===== src/rtl/assert_macros.svh =====
// assertion helpers, sampled on clk, off while rst_n is low
`ifndef ASSERT_MACROS_SVH
`define ASSERT_MACROS_SVH

`define RMQ_ASSERT(lbl, prop) \
  lbl: assert property (@(posedge clk) disable iff (!rst_n) (prop)) \
    else $error("rmq assertion failed");

`define RMQ_ASSERT_IMPL(lbl, ante, cons) \
  lbl: assert property (@(posedge clk) disable iff (!rst_n) (ante) |-> (cons)) \
    else $error("rmq implication failed");

`endif


===== src/rtl/rmq_pkg.sv =====
package rmq_pkg;

  typedef enum logic [1:0] {
    BR_TRACE = 2'd0,
    BR_COL0  = 2'd1,
    BR_COL1  = 2'd2,
    BR_COL2  = 2'd3
  } branch_t;

  localparam int ELEM_W = 16;
  localparam int NUM_W  = 17;
  localparam int THR_W  = 15;
  localparam int N_ELEM = 9;
  localparam int IN_W   = N_ELEM * ELEM_W;
  localparam int OUT_W  = 4 * ELEM_W;

endpackage


===== src/rtl/rmq_front.sv =====
module rmq_front #(
  parameter int F  = 14,
  parameter int AW = 20
) (
  input  logic                        clk,
  input  logic                        rst_n,
  input  logic                        cfg_valid,
  output logic                        cfg_ready,
  input  logic [rmq_pkg::THR_W-1:0]   cfg_data,
  input  logic                        in_tvalid,
  output logic                        in_tready,
  input  logic [rmq_pkg::IN_W-1:0]    in_tdata,
  output logic                        q_valid,
  input  logic                        q_ready,
  output logic [AW+3*rmq_pkg::NUM_W:0] q_data
);
  import rmq_pkg::*;

  localparam int PW = AW + 1 + 3 * NUM_W;
  localparam logic signed [AW-1:0] ONE_A = AW'(1) << F;

  logic [THR_W-1:0] thr_r;
  logic             vld_r;
  logic [PW-1:0]    pl_r;
  logic [PW-1:0]    pl_nxt;

  logic signed [ELEM_W-1:0] e [N_ELEM];
  logic signed [AW-1:0]     d00, d11, d22, tr, thr_s, a_s;
  logic        [AW-2:0]     a_u;
  logic signed [NUM_W-1:0]  n0, n1, n2;
  logic signed [NUM_W-1:0]  x01, x02, x10, x12, x20, x21;
  branch_t                  br;

  always_comb begin
    for (int i = 0; i < N_ELEM; i++) begin
      e[i] = in_tdata[i*ELEM_W +: ELEM_W];
    end
    d00   = AW'(e[0]);
    d11   = AW'(e[4]);
    d22   = AW'(e[8]);
    x01   = NUM_W'(e[1]);
    x02   = NUM_W'(e[2]);
    x10   = NUM_W'(e[3]);
    x12   = NUM_W'(e[5]);
    x20   = NUM_W'(e[6]);
    x21   = NUM_W'(e[7]);
    tr    = ONE_A + d00 + d11 + d22;
    thr_s = $signed(AW'(thr_r));
    if (tr > thr_s) begin
      br  = BR_TRACE;
      a_s = tr;
      n0  = x21 - x12;
      n1  = x02 - x20;
      n2  = x10 - x01;
    end else if (d00 > d11 && d00 > d22) begin
      br  = BR_COL0;
      a_s = ONE_A + d00 - d11 - d22;
      n0  = x01 + x10;
      n1  = x02 + x20;
      n2  = x21 - x12;
    end else if (d11 > d22) begin
      br  = BR_COL1;
      a_s = ONE_A + d11 - d00 - d22;
      n0  = x01 + x10;
      n1  = x12 + x21;
      n2  = x02 - x20;
    end else begin
      br  = BR_COL2;
      a_s = ONE_A + d22 - d00 - d11;
      n0  = x02 + x20;
      n1  = x12 + x21;
      n2  = x10 - x01;
    end
    // a negative root argument counts as zero
    a_u    = a_s[AW-1] ? '0 : a_s[AW-2:0];
    pl_nxt = {n2, n1, n0, a_u, br};
  end

  assign cfg_ready = 1'b1;
  assign in_tready = !vld_r || q_ready;
  assign q_valid   = vld_r;
  assign q_data    = pl_r;

  always_ff @(posedge clk) begin
    if (!rst_n) begin
      thr_r <= '0;
      vld_r <= 1'b0;
    end else begin
      if (cfg_valid) begin
        thr_r <= cfg_data;
      end
      if (in_tready) begin
        vld_r <= in_tvalid;
      end
    end
  end

  always_ff @(posedge clk) begin
    if (in_tready && in_tvalid) begin
      pl_r <= pl_nxt;
    end
  end

endmodule


===== config.mk =====
export PLATFORM = sky130hd
export DESIGN_NAME = rmq_front
export DESIGN_NICKNAME = d
export VERILOG_FILES = /design/src/rtl/assert_macros.svh /design/src/rtl/rmq_pkg.sv /design/src/rtl/rmq_front.sv
export SDC_FILE = /design/constraint.sdc
export NUM_CORES = 1
export LEC_CHECK = 0
export BUFFER_PORTS_ARGS = -buffer_cell sky130_fd_sc_hd__buf_2
export CORE_MARGIN = 1.5
export CORE_UTILIZATION = 32
export CTS_BUF_LIST = sky130_fd_sc_hd__clkbuf_4 sky130_fd_sc_hd__clkbuf_8
export DETAILED_ROUTE_END_ITERATION = 10
export MAX_ROUTING_LAYER = met4
export SETUP_SLACK_MARGIN = 0.15
export SLEW_MARGIN = 0
export SYNTH_ARGS = -nofsm -noshare
export SYNTH_HDL_FRONTEND = slang
export SYNTH_SLANG_ARGS = --single-unit

===== constraint.sdc =====
create_clock -name clk -period 6.3 [get_ports clk]
set_input_delay 1.575 -clock clk [delete_from_list [all_inputs] [get_ports clk]]
set_output_delay 1.575 -clock clk [all_outputs]
set_load 0.02 [all_outputs]

==> results.sh <==
export IMPL_cts_buffers=9
export IMPL_setup_viol=0
export IMPL_p_total_w=0.00444
export IMPL_pin_count=239
export IMPL_firstDrtPassIters=5
export IMPL_grt_pass1_wl_um=79000
export IMPL_switching_share=0.482
export IMPL_slowest_delay_ps=530
export IMPL_comb_power_share=0.684
export IMPL_period_needed_ps=5960
export IMPL_seqPwrFrac=0.210
export IMPL_drive_above_1_share=0.183
export IMPL_seq_area_frac_synth=0.158
export IMPL_power_leakage_nw=8.67
export IMPL_initial_utilization=0.326
export IMPL_yosys_area_top_type="ha_1"
export IMPL_dieArea_um2=50300
export IMPL_worst_setup_path_end_kind="flop"
export IMPL_arrival_ps=6210
export IMPL_synth_area_um2=15700
export IMPL_finalMaxSlewViolations=0
export IMPL_clkPwrFrac=0.106
export IMPL_tns_ps=0
export IMPL_yosysWarnings=0
export IMPL_cp_max_fo=13
export IMPL_grt_antenna_before_repair=1
export IMPL_synth_top_area_frac=0.241
export IMPL_cts_root_buffer="clkbuf_8"
export IMPL_rows=80
export IMPL_yosys_most_used_dff="edfxtp_1"
export IMPL_critical_path_top_delay_family="compound AO/OA/AOI/OAI gates"
export IMPL_drt_initial_drc_count=929
export IMPL_path_cells="buf_2, fa_1, ha_1, inv_1, fa_2, nor2b_2, o31a_1, o41ai_4, o21ba_2, o21bai_1, a21oi_1, xnor2_1, ha_1, nand4_1, nor2_1, a211o_1, o21ai_2, o221ai_2, nor4b_4, buf_4, o21ai_4, a311o_1, o211ai_2"
export IMPL_finalCritPeriodShare=0.946
export IMPL_worst_path_buf_inv=3
export IMPL_clk_pin_slew_ps=100
export IMPL_ff2ff_path_depth=13
export IMPL_clk_path_buf_depth=2
export IMPL_gr_total_overflow=0
export IMPL_ir_drop_mv=0.120
export IMPL_tightestPinTransition_ps=1110
export IMPL_syn_nets=2369
export IMPL_critPathSlowestCell="fa_1"
export IMPL_synth_simple_gate_area_frac=0.133
export IMPL_drc=0
export IMPL_worstHoldPathCells=2
export IMPL_hold_path_class="reg -> reg"
export IMPL_dp_hpwl_um=43500
export IMPL_yosys_cell_types_count=87
export IMPL_postCtsHoldBufs=0
export IMPL_cp_common_cell="ha_1"
export IMPL_syn2layout_area_growth_pct=17.1
export IMPL_synth_top_family_by_area="adder cells"
export IMPL_grt_pass1_vias=13807
export IMPL_avgSynthCellArea_um2=8.57
export IMPL_grt_start_max_net_pins=73
export IMPL_hold_viol=0
export IMPL_synth_seq_cells=88
export IMPL_place_gp_congestion=0.928
export IMPL_synth_area_leaders="ha_1 24%, edfxtp_1 14%, fa_1 9.6%"
export IMPL_p_per_area_nw_per_um2=242
export IMPL_clkSinkCount=88
export IMPL_final_fill_count=4918
export IMPL_status="finished, final reports clean"
export IMPL_worst_clock_skew_ps=24.0
export IMPL_drt_wl_total_um=51700
export IMPL_viasPerCell=5.11
export IMPL_grt_use_total=0.210
export IMPL_p_switching_w=0.00214
export IMPL_wl_per_cell_um=19.0
export IMPL_async_reset_ff_frac=0
export IMPL_tritoncts="done"
export IMPL_synth_adder_area_share=0.337
export IMPL_max_slew_margin=0.263
export IMPL_core_area_um2=48000
export IMPL_start_kind="input pin"
export IMPL_cp_required_ps=6550
export IMPL_synth_edf_count=72
export IMPL_rsz0062_at_grt="true"
export IMPL_intPower_w=0.00230
export IMPL_port_buffers=237
export IMPL_crit_type="in -> reg"
export IMPL_clk_latency_ps=400
export IMPL_cts_max_level=3
export IMPL_r2r_slack_ps=3380
export IMPL_synth_compound_gate_area_share=0.214
export IMPL_die_w_um=224
export IMPL_dr_total_vias=13914
export IMPL_synthMuxAreaShare=0.0186
export IMPL_max_freq_ghz=0.168
export IMPL_synth_xor_area_frac=0.0677
export IMPL_max_cap_violations=0
export IMPL_dieHeight_um=224
export IMPL_drtAntennaViolNets=0
export IMPL_nNetsFinal=2641
export IMPL_crit_cells=23
export IMPL_syn_inst=1828
-- cell families after synthesis --
group,after synthesis
DFF,88
muxes,29
xor gates and xnor gates,121
and+or+nand+nor,435
AOI/OAI and AO/OA,498
other,2
adders and majority gates,377
buffers and inverters,278
-- worst register-to-register path: stages (launching register included) --
cell and delay [ps]:
dfxtp_1 360, inv_1 50, ha_1 300, a21o_1 160
a21o_1 170, a21oi_1 140, o21ai_0 110, o21ai_2 180
o221ai_2 130, nor4b_4 390, buf_4 200, o21ai_4 170
a311o_1 350, o211ai_2 70
-- synth_stat cells (9+ instances only) --
| cell type | n |
|---|---|
| nand2b_1 | 31 |
| xor2_1 | 34 |
| nor4_1 | 11 |
| or3_1 | 9 |
| o211ai_1 | 26 |
| fa_1 | 75 |
| mux2i_1 | 28 |
| o21a_1 | 28 |
| nand3_1 | 26 |
| buf_2 | 12 |
| a31oi_1 | 14 |
| dfxtp_1 | 16 |
| edfxtp_1 | 72 |
| inv_1 | 219 |
| clkbuf_1 | 37 |
| nand2_1 | 112 |
| o21bai_1 | 13 |
| o21ai_0 | 96 |
| a21oi_1 | 129 |
| ha_1 | 302 |
| a211oi_1 | 19 |
| a2111oi_0 | 9 |
| o22ai_1 | 21 |
| nor2b_1 | 38 |
| nor3_1 | 27 |
| o31ai_1 | 15 |
| a221oi_1 | 9 |
| nor2_1 | 144 |
| xnor2_1 | 87 |
| a21o_1 | 26 |
-- flip-flops by register name, indices dropped and copies added, names as in the netlist --
| name | cells |
|---|---|
| q_data | 72 |
| q_valid | 1 |
| thr_r | 15 |
-- power by group through the flow --
stage / combinational [W] / sequential (W) / clock, W
6_report: 0.00304 / 0.000934 / 0.000472
5_1_grt: 0.00335 / 0.000944 / 0.000503
4_1_cts: 0.00296 / 0.000941 / 0.000480
3_5_place_dp: 0.00294 / 0.000951 / 0
3_3_place_gp: 0.00291 / 0.000956 / 0
2_1_floorplan: 0.00185 / 0.00106 / 0
-- per-layer routing --
layer	global-route usage	routed length, um	vias to the layer above
li1	-	-	6901
met1	0.291	24900	6622
met2	0.326	23300	345
met3	0.0260	2430	46
met4	0.0496	1020	0
met5	-	0	-
-- worst paths after layout --
kind / startpoint / endpoint
worst max-delay path: in_tdata[1] / q_data[70]
worst min register to register: thr_r[14] / thr_r[14]
worst min-delay path: thr_r[14] / thr_r[14]
worst max register to register: thr_r[5] / q_data[70]
-- cells in the final DEF, fill, tap and decap left out, types with 27 or more instances in the layout --
master and instances:
nand2b_1 31, edfxtp_1 72, o21ai_0 95, buf_2 237, xnor2_1 86, xor2_1 34, o21a_1 27, fa_1 74
nor3_1 27, inv_1 219, a21oi_1 129, nand2_1 112, mux2i_1 28, ha_1 302, nor2b_1 37, nor2_1 143
buf_4 78
-- area by class of cell --
type	count	area (um2)	share of cell area
antenna	1	2.50	0.000136
clock buffer	9	124	0.00675
clock inverter	7	96.3	0.00525
inverter	219	822	0.0448
multi-input combinational	1462	12200	0.664
sequential	88	2480	0.135
tap	615	769	0.0419
timing repair buffer	320	1880	0.102
-- what timing repair did --
item                       4_1_cts  5_1_grt
setup endpoints to repair        4       68
buffers inserted                 0        4
gates resized for setup          1       14
pin swaps                        0        7
cloned                           0        1
-- through the flow --
stage          hold slack [ps]  cells  instance area (um2)   util  setup WS, ps
2_1_floorplan              483   1828                15700      -           189
3_3_place_gp               500   2699                18000  0.375          -216
3_5_place_dp               510   2699                18000  0.375          -293
4_1_cts                    533   2715                18200  0.379           191
5_1_grt                    553   2721                18300  0.382          97.0
6_report                   531   2721                18300  0.382           341
(Power assumes the default switching activity.)
