**src/rtl/assert_macros.svh**
```systemverilog
// assertion helpers, sampled on clk, off while rst_n is low
`ifndef ASSERT_MACROS_SVH
`define ASSERT_MACROS_SVH

`define RMQ_ASSERT(lbl, prop) \
  lbl: assert property (@(posedge clk) disable iff (!rst_n) (prop)) \
    else $error("rmq assertion failed");

`define RMQ_ASSERT_IMPL(lbl, ante, cons) \
  lbl: assert property (@(posedge clk) disable iff (!rst_n) (ante) |-> (cons)) \
    else $error("rmq implication failed");

`endif

```
**src/rtl/rmq_fifo.sv**
```systemverilog
module rmq_fifo #(
  parameter int W = 8
) (
  input  logic         clk,
  input  logic         rst_n,
  input  logic         s_valid,
  output logic         s_ready,
  input  logic [W-1:0] s_data,
  output logic         m_valid,
  input  logic         m_ready,
  output logic [W-1:0] m_data
);

  logic [W-1:0] mem_r [2];
  logic         wp_r, rp_r;
  logic [1:0]   cnt_r;
  logic         push, pop;

  assign s_ready = (cnt_r != 2'd2);
  assign m_valid = (cnt_r != 2'd0);
  assign m_data  = mem_r[rp_r];
  assign push    = s_valid && s_ready;
  assign pop     = m_valid && m_ready;

  always_ff @(posedge clk) begin
    if (!rst_n) begin
      wp_r  <= 1'b0;
      rp_r  <= 1'b0;
      cnt_r <= 2'd0;
    end else begin
      if (push) wp_r <= !wp_r;
      if (pop)  rp_r <= !rp_r;
      cnt_r <= cnt_r + 2'(push) - 2'(pop);
    end
  end

  always_ff @(posedge clk) begin
    if (push) begin
      mem_r[wp_r] <= s_data;
    end
  end

endmodule

```
**config.mk**
```make
export PLATFORM = sky130hd
export DESIGN_NAME = rmq_fifo
export DESIGN_NICKNAME = d
export VERILOG_FILES = /design/src/rtl/assert_macros.svh /design/src/rtl/rmq_fifo.sv
export SDC_FILE = /design/constraint.sdc
export NUM_CORES = 1
export LEC_CHECK = 0
export BUFFER_PORTS_ARGS = -buffer_cell sky130_fd_sc_hd__buf_2
export CORE_UTILIZATION = 45
export CTS_BUF_LIST = sky130_fd_sc_hd__clkbuf_2
export CTS_CLUSTER_DIAMETER = 30
export DETAILED_ROUTE_END_ITERATION = 12
export GPL_ROUTABILITY_DRIVEN = 0
export PLACE_DENSITY = 0.74
export SKIP_CTS_REPAIR_TIMING = 1
export SLEW_MARGIN = 25
export SYNTH_ARGS = -nofsm -noshare
export SYNTH_HDL_FRONTEND = slang
export SYNTH_SLANG_ARGS = --single-unit
```
**constraint.sdc**
```tcl
create_clock -name clk -period 1.45 [get_ports clk]
set_input_delay 0.2175 -clock clk [delete_from_list [all_inputs] [get_ports clk]]
set_output_delay 0.2175 -clock clk [all_outputs]
set_load 0.02 [all_outputs]
```
==> results of run 1 <==
worst max-delay path, cell delays in order, from the launching register on:
cell and delay, ns:
dfxtp_4 0.47, mux2_4 0.33, buf_6 0.13
cell usage after synthesis:
master	count
nand3b_1	1
nor4_1	1
o31a_1	1
or2_2	1
xor2_1	1
dfxtp_1	5
a21bo_2	1
o21ba_2	1
buf_2	1
nor2_1	4
ha_1	1
a21oi_1	1
o21ai_0	2
nor4bb_1	1
nor3_1	1
mux2_2	8
nand2b_1	1
inv_1	2
and3_1	2
and2_1	1
and2b_1	1
edfxtp_1	16
nand3_1	1
layer usage:
metal	global-route usage [%]	wire length, um
met1	14.36	574
met2	22.90	697
met3	2.800	62
met4	10.91	23
met5	0	0
kinds of logic after synthesis:
family,count (synthesis),synth area share [%]
flip-flops,21,69.46
AND/OR/NAND/NOR,15,10.48
multiplexers,8,10.78
AO/OA/AOI/OAI,6,5.239
buffers and inverters,3,1.497
XOR/XNOR,1,1.048
adder cells (fa/ha/maj),1,1.497
power breakdown:
part           switching, mW  internal, mW
Sequential            0.0723         0.745
Clock                  0.176        0.0625
Combinational          0.242         0.303
stage by stage:
step,setup slack [ns],hold slack [ns],cells,cell area [sq um],setup TNS (ns)
2_1_floorplan,0.1034,0.3164,55,835.8,0
3_3_place_gp,0.08221,0.4065,102,982.2,0
3_5_place_dp,-0.0009607,0.4089,102,982.2,-0.0009607
4_1_cts,-0.2267,0.05490,106,1002,-1.762
5_1_grt,-0.07417,0.04635,107,1109,-0.5536
6_report,-0.008454,0.05747,107,1109,-0.02099
final cells by class:
class | count | area, sq um
Timing Repair Buffer | 24 | 177.7
Clock buffer | 3 | 15.01
Fill cell | 143 | 618.1
Multi-Input combinational cell | 31 | 282.8
Clock inverter | 1 | 5.005
Tap cell | 25 | 31.28
Inverter | 2 | 7.507
Sequential cell | 21 | 589.3
worst paths after layout:
kind                  startpoint  slack [ns]                     to
min                    s_data[2]        0.06  mem_r[0][2]$_DFFE_PP_
max                         flop      -0.008              m_data[0]
min reg2reg    rp_r$_SDFFE_PN0P_        0.54      rp_r$_SDFFE_PN0P_
max reg2reg  cnt_r[1]$_SDFF_PN0_        0.05    cnt_r[0]$_SDFF_PN0_
sequential cells by signal, summed over array words and instances, names as in the netlist, named ones only:
register and cells:
mem_r 16, cnt_r 2, rp_r 1, wp_r 1
==> run_results.csv, run 1 <==
group,metric,value,unit
logic_synthesis,synth_area,835.8,sq um
final_layout,antennaDiodeCount,0,
worst_setup_path,end_kind,"output port",
sta,worst_pin_slew,0.4373,ns
logic_synthesis,synth_area_leaders,"edfxtp_1 57%, dfxtp_1 12%, mux2_2 11%",
grt,grt_pass1_wl,1856,um
routing,drtAntennaViolNets,0,
routing,drcViolationCount,0,
sta,setup_viol,6,
sta,max_freq,685.7,MHz
worst_setup_path,rr_worst_depth,5,
power_and_ir_drop,p_leak,0.4590,nW
power_and_ir_drop,power.total,1.601,mW
logic_synthesis,synth_cells,55,
clock_network,cts-root-buf,"clkbuf_2",
clock_network,clk_path_buf_depth,2,
grt,grt_max_degree,13,
status,outcome,"complete, but fails checks",
logic_synthesis,yosys.area.top_type_share,57.49,%
logic_synthesis,avgSynthCellArea,15.20,sq um
final_layout,fin_util,64.20,%
logic_synthesis,synth_nets,68,
logic_synthesis,yosysSeqAreaShare,69.46,%
sta,finalHoldViolations,0,
power_and_ir_drop,irDropWorstVdd,0.0008953,V
floorplanning,std_cell_rows,15,
worst_setup_path,path_class,"reg2out",
floorplanning,start_util,48.41,%
logic_synthesis,synth_cell_type_count,23,
hold_path,whs_path_depth,1,
sta,slew-limit-headroom,70.45,%
final_layout,final_cell_mix,"16 x edfxtp_1, 13 x buf_2, 8 x mux2_4, 8 x buf_6, 4 x nor2_1",
grt,antenna_found_initial,0,
worst_setup_path,worstSetupStartpointType,"flop",
clock_network,path_clk_slew,0.20,ns
floorplanning,die_h,45.10,um
logic_synthesis,ys_warn_count,0,
sta,fin_ws,-0.008454,ns
routing,vias,537,
sta,rsz0062_at_grt,"true",
logic_synthesis,yosysTopAreaCell,"edfxtp_1",
routing,dr.pass1.iters,4,
job,max_cap_viol_count,0,
floorplanning,io_pins,22,
worst_setup_path,cp_max_fo,8,
sta,final.setup_skew,0.01738,ns
floorplanning,dieWidth,45.10,um
grt,grt_remaining_overflow,0,
routing,wire_per_inst,12.68,um
sta,fin_crit,1.458,ns
floorplanning,die_area,2034,sq um
worst_setup_path,crit_required,1.23,ns
power_and_ir_drop,power_density,1444,nW/um^2
placed_design,io_buffers,21,
routing,viasPerCell,5.019,
clock_network,cts_htree_levels,1,
status,violations,"setup timing",
floorplanning,coreArea,1727,sq um
grt,grt_pass1_vias,461,
routing,finalWirelength,1357,um
final_layout,drive_gt1_share,56.10,%
final_layout,layout_commonest_cell,"edfxtp_1",
clock_network,clock_latency,0.33,ns
sta,maxSlewViolCount,0,
grt,grt.total_usage,13.49,%
clock_network,numCtsBuffers,3,
placed_design,dpl.hpwl,892,um
logic_synthesis,synth_seq_cells,21,
final_layout,final_nets,96,
hold_path,hold_path.class,"in2reg",
clock_network,clock_sinks,21,
worst_setup_path,cp.arrival,1.24,ns
final_layout,syn2layout_area_growth,32.63,%
routing,first_iter_violations,11,
clock_network,cts_tree,"yes",
sta,fin_crit_sh,100.6,%
(Power assumes the default switching activity.)
==> run 2: changes to the inputs <==
- CORE_UTILIZATION: 45 -> 23
- GPL_ROUTABILITY_DRIVEN: 0 -> default
- PLACE_DENSITY: 0.74 -> 0.45
==> run_results.csv, run 2 (synthesis gave the netlist of run 1 again) <==
group,metric,value,unit
final_layout,multi_input_area,282.8,sq um
sta,finalHoldViolations,0,
grt,grt_max_degree,13,
placed_design,pre_cts_slack,0.04443,ns
clock_network,clk_path_buf_depth,2,
routing,first_iter_violations,6,
sta,final.setup_skew,0.002167,ns
power_and_ir_drop,power_frac_clock,13.7,%
clock_network,clock_sinks,21,
placed_design,io_buffers,21,
routing,finalWirelength,1443,um
routing,vias,534,
final_layout,nFillCells,351,
final_layout,drive_gt1_share,55.81,%
routing,dr.pass1.iters,2,
routing,wl_met2,694,um
sta,worst_pin_slew,0.4237,ns
routing,highest_layer,"met4",
hold_path,whs_path_depth,1,
sta,timing.hold.ws,0.08688,ns
clock_network,clock_latency,0.30,ns
floorplanning,io_pins,22,
sta,slew-limit-headroom,71.37,%
final_layout,syn2layout_area_growth,40.42,%
job,max_cap_viol_count,0,
grt,grt_pass1_wl,2242,um
worst_setup_path,cp.arrival,1.26,ns
grt,grt.total_usage,7.632,%
worst_setup_path,cp_max_fo,8,
floorplanning,die_area,3879,sq um
final_layout,final_nets,100,
worst_setup_path,reg2reg_from,"cnt_r[1]$_SDFF_PN0_",
sta,rsz0062_at_grt,"true",
floorplanning,dieWidth,62.28,um
worst_setup_path,ff2ff_setup_slack,0.09,ns
clock_network,cts-root-buf,"clkbuf_2",
grt,grt_remaining_overflow,0,
sta,fin_crit_sh,101.9,%
clock_network,numCtsBuffers,3,
sta,setup_viol,8,
final_layout,fin_util,34.36,%
power_and_ir_drop,irDropWorstVdd,0.0004805,V
routing,drcViolationCount,0,
routing,wire_per_inst,10.93,um
placed_design,dp.cells,128,
grt,grt_pass1_vias,500,
floorplanning,std_cell_rows,21,
sta,fin_crit,1.477,ns
routing,met3_length,85,um
final_layout,top_register,"mem_r",
power_and_ir_drop,p_sw,0.4951,mW
floorplanning,die_h,62.28,um
worst_setup_path,worstSetupStartpointType,"flop",
hold_path,holdPathEnd,"mem_r[0][0]$_DFFE_PP_",
power_and_ir_drop,swShare,29.66,%
routing,wl_met1,650,um
routing,drtAntennaViolNets,0,
final_layout,regArea,584.3,sq um
sta,maxSlewViolCount,0,
clock_network,cts_htree_levels,1,
final_layout,reg_top3,"mem_r x16, cnt_r x2",
power_and_ir_drop,p_seq_share,46.8,%
final_layout,final_cells,132,
power_and_ir_drop,p_leak,0.4843,nW
worst_setup_path,end_kind,"output port",
placed_design,gp_congestion,0.6216,
final_layout,layout_commonest_cell,"edfxtp_1",
floorplanning,coreArea,3416,sq um
power_and_ir_drop,p_int,1.174,mW
sta,fin_ws,-0.02718,ns
sta,setup_tns,-0.1866,ns
worst_setup_path,reg2reg_to,"cnt_r[0]$_SDFF_PN0_",
final_layout,largest_reg_flops,16,
floorplanning,start_util,24.47,%
status,violations,"setup timing",
final_layout,antennaDiodeCount,0,
status,outcome,"complete, but fails checks",
routing,viasPerCell,4.045,
placed_design,dpl.hpwl,1092,um
clock_network,path_clk_slew,0.19,ns
hold_path,hold_path.class,"in2reg",
worst_setup_path,crit_required,1.23,ns
power_and_ir_drop,comb_power_share,39.5,%
hold_path,timing.hold.worst.start,"s_data[0]",
worst_setup_path,rr_worst_depth,5,
final_layout,final_cell_mix,"16 x edfxtp_1, 12 x buf_2, 9 x buf_6",
clock_network,cts_tree,"yes",
sta,max_freq,677.0,MHz
power_and_ir_drop,power_density,1422,nW/um^2
worst_setup_path,path_class,"reg2out",
grt,antenna_found_initial,0,
run 2: how the worst max path moves through the flow:
stage                                        to
final                                 m_data[4]
after global routing                  m_data[4]
after CTS                             m_data[4]
after detailed placement    cnt_r[1]$_SDFF_PN0_
after global placement      cnt_r[1]$_SDFF_PN0_
after floorplan           mem_r[1][0]$_DFFE_PP_
run 2: worst max-delay path, cell delays in order, from the launching register on:
cell and delay (ns):
dfxtp_2 0.37, buf_8 0.14, mux2_4 0.31, buf_6 0.13
run 2: cell type report:
class                           instances  area share [%]
Sequential cell                        21           49.79
Multi-Input combinational cell         31           24.09
Timing Repair Buffer                   28           18.87
Tap cell                               46           4.904
Clock buffer                            3           1.279
Inverter                                2          0.6397
Clock inverter                          1          0.4264
run 2: routing by layer:
layer	vias up	GRT usage (%)
met1	251	9.458
met4	0	3.488
li1	266	-
met5	-	0
met3	2	2.757
met2	15	11.81
run 2: per-stage QoR:
step | total power, mW | area (sq um)
after floorplan | 1.099 | 835.8
after global placement | 1.276 | 1046
after detailed placement | 1.284 | 1046
after CTS | 1.513 | 1066
after global routing | 1.763 | 1174
final | 1.669 | 1174
run 2: power groups by stage:
stage	clock network (mW)	registers (mW)	logic, mW
after floorplan	0	0.777	0.322
after global placement	0	0.782	0.494
after detailed placement	0	0.785	0.499
after CTS	0.239	0.771	0.503
after global routing	0.262	0.792	0.709
final	0.229	0.781	0.659
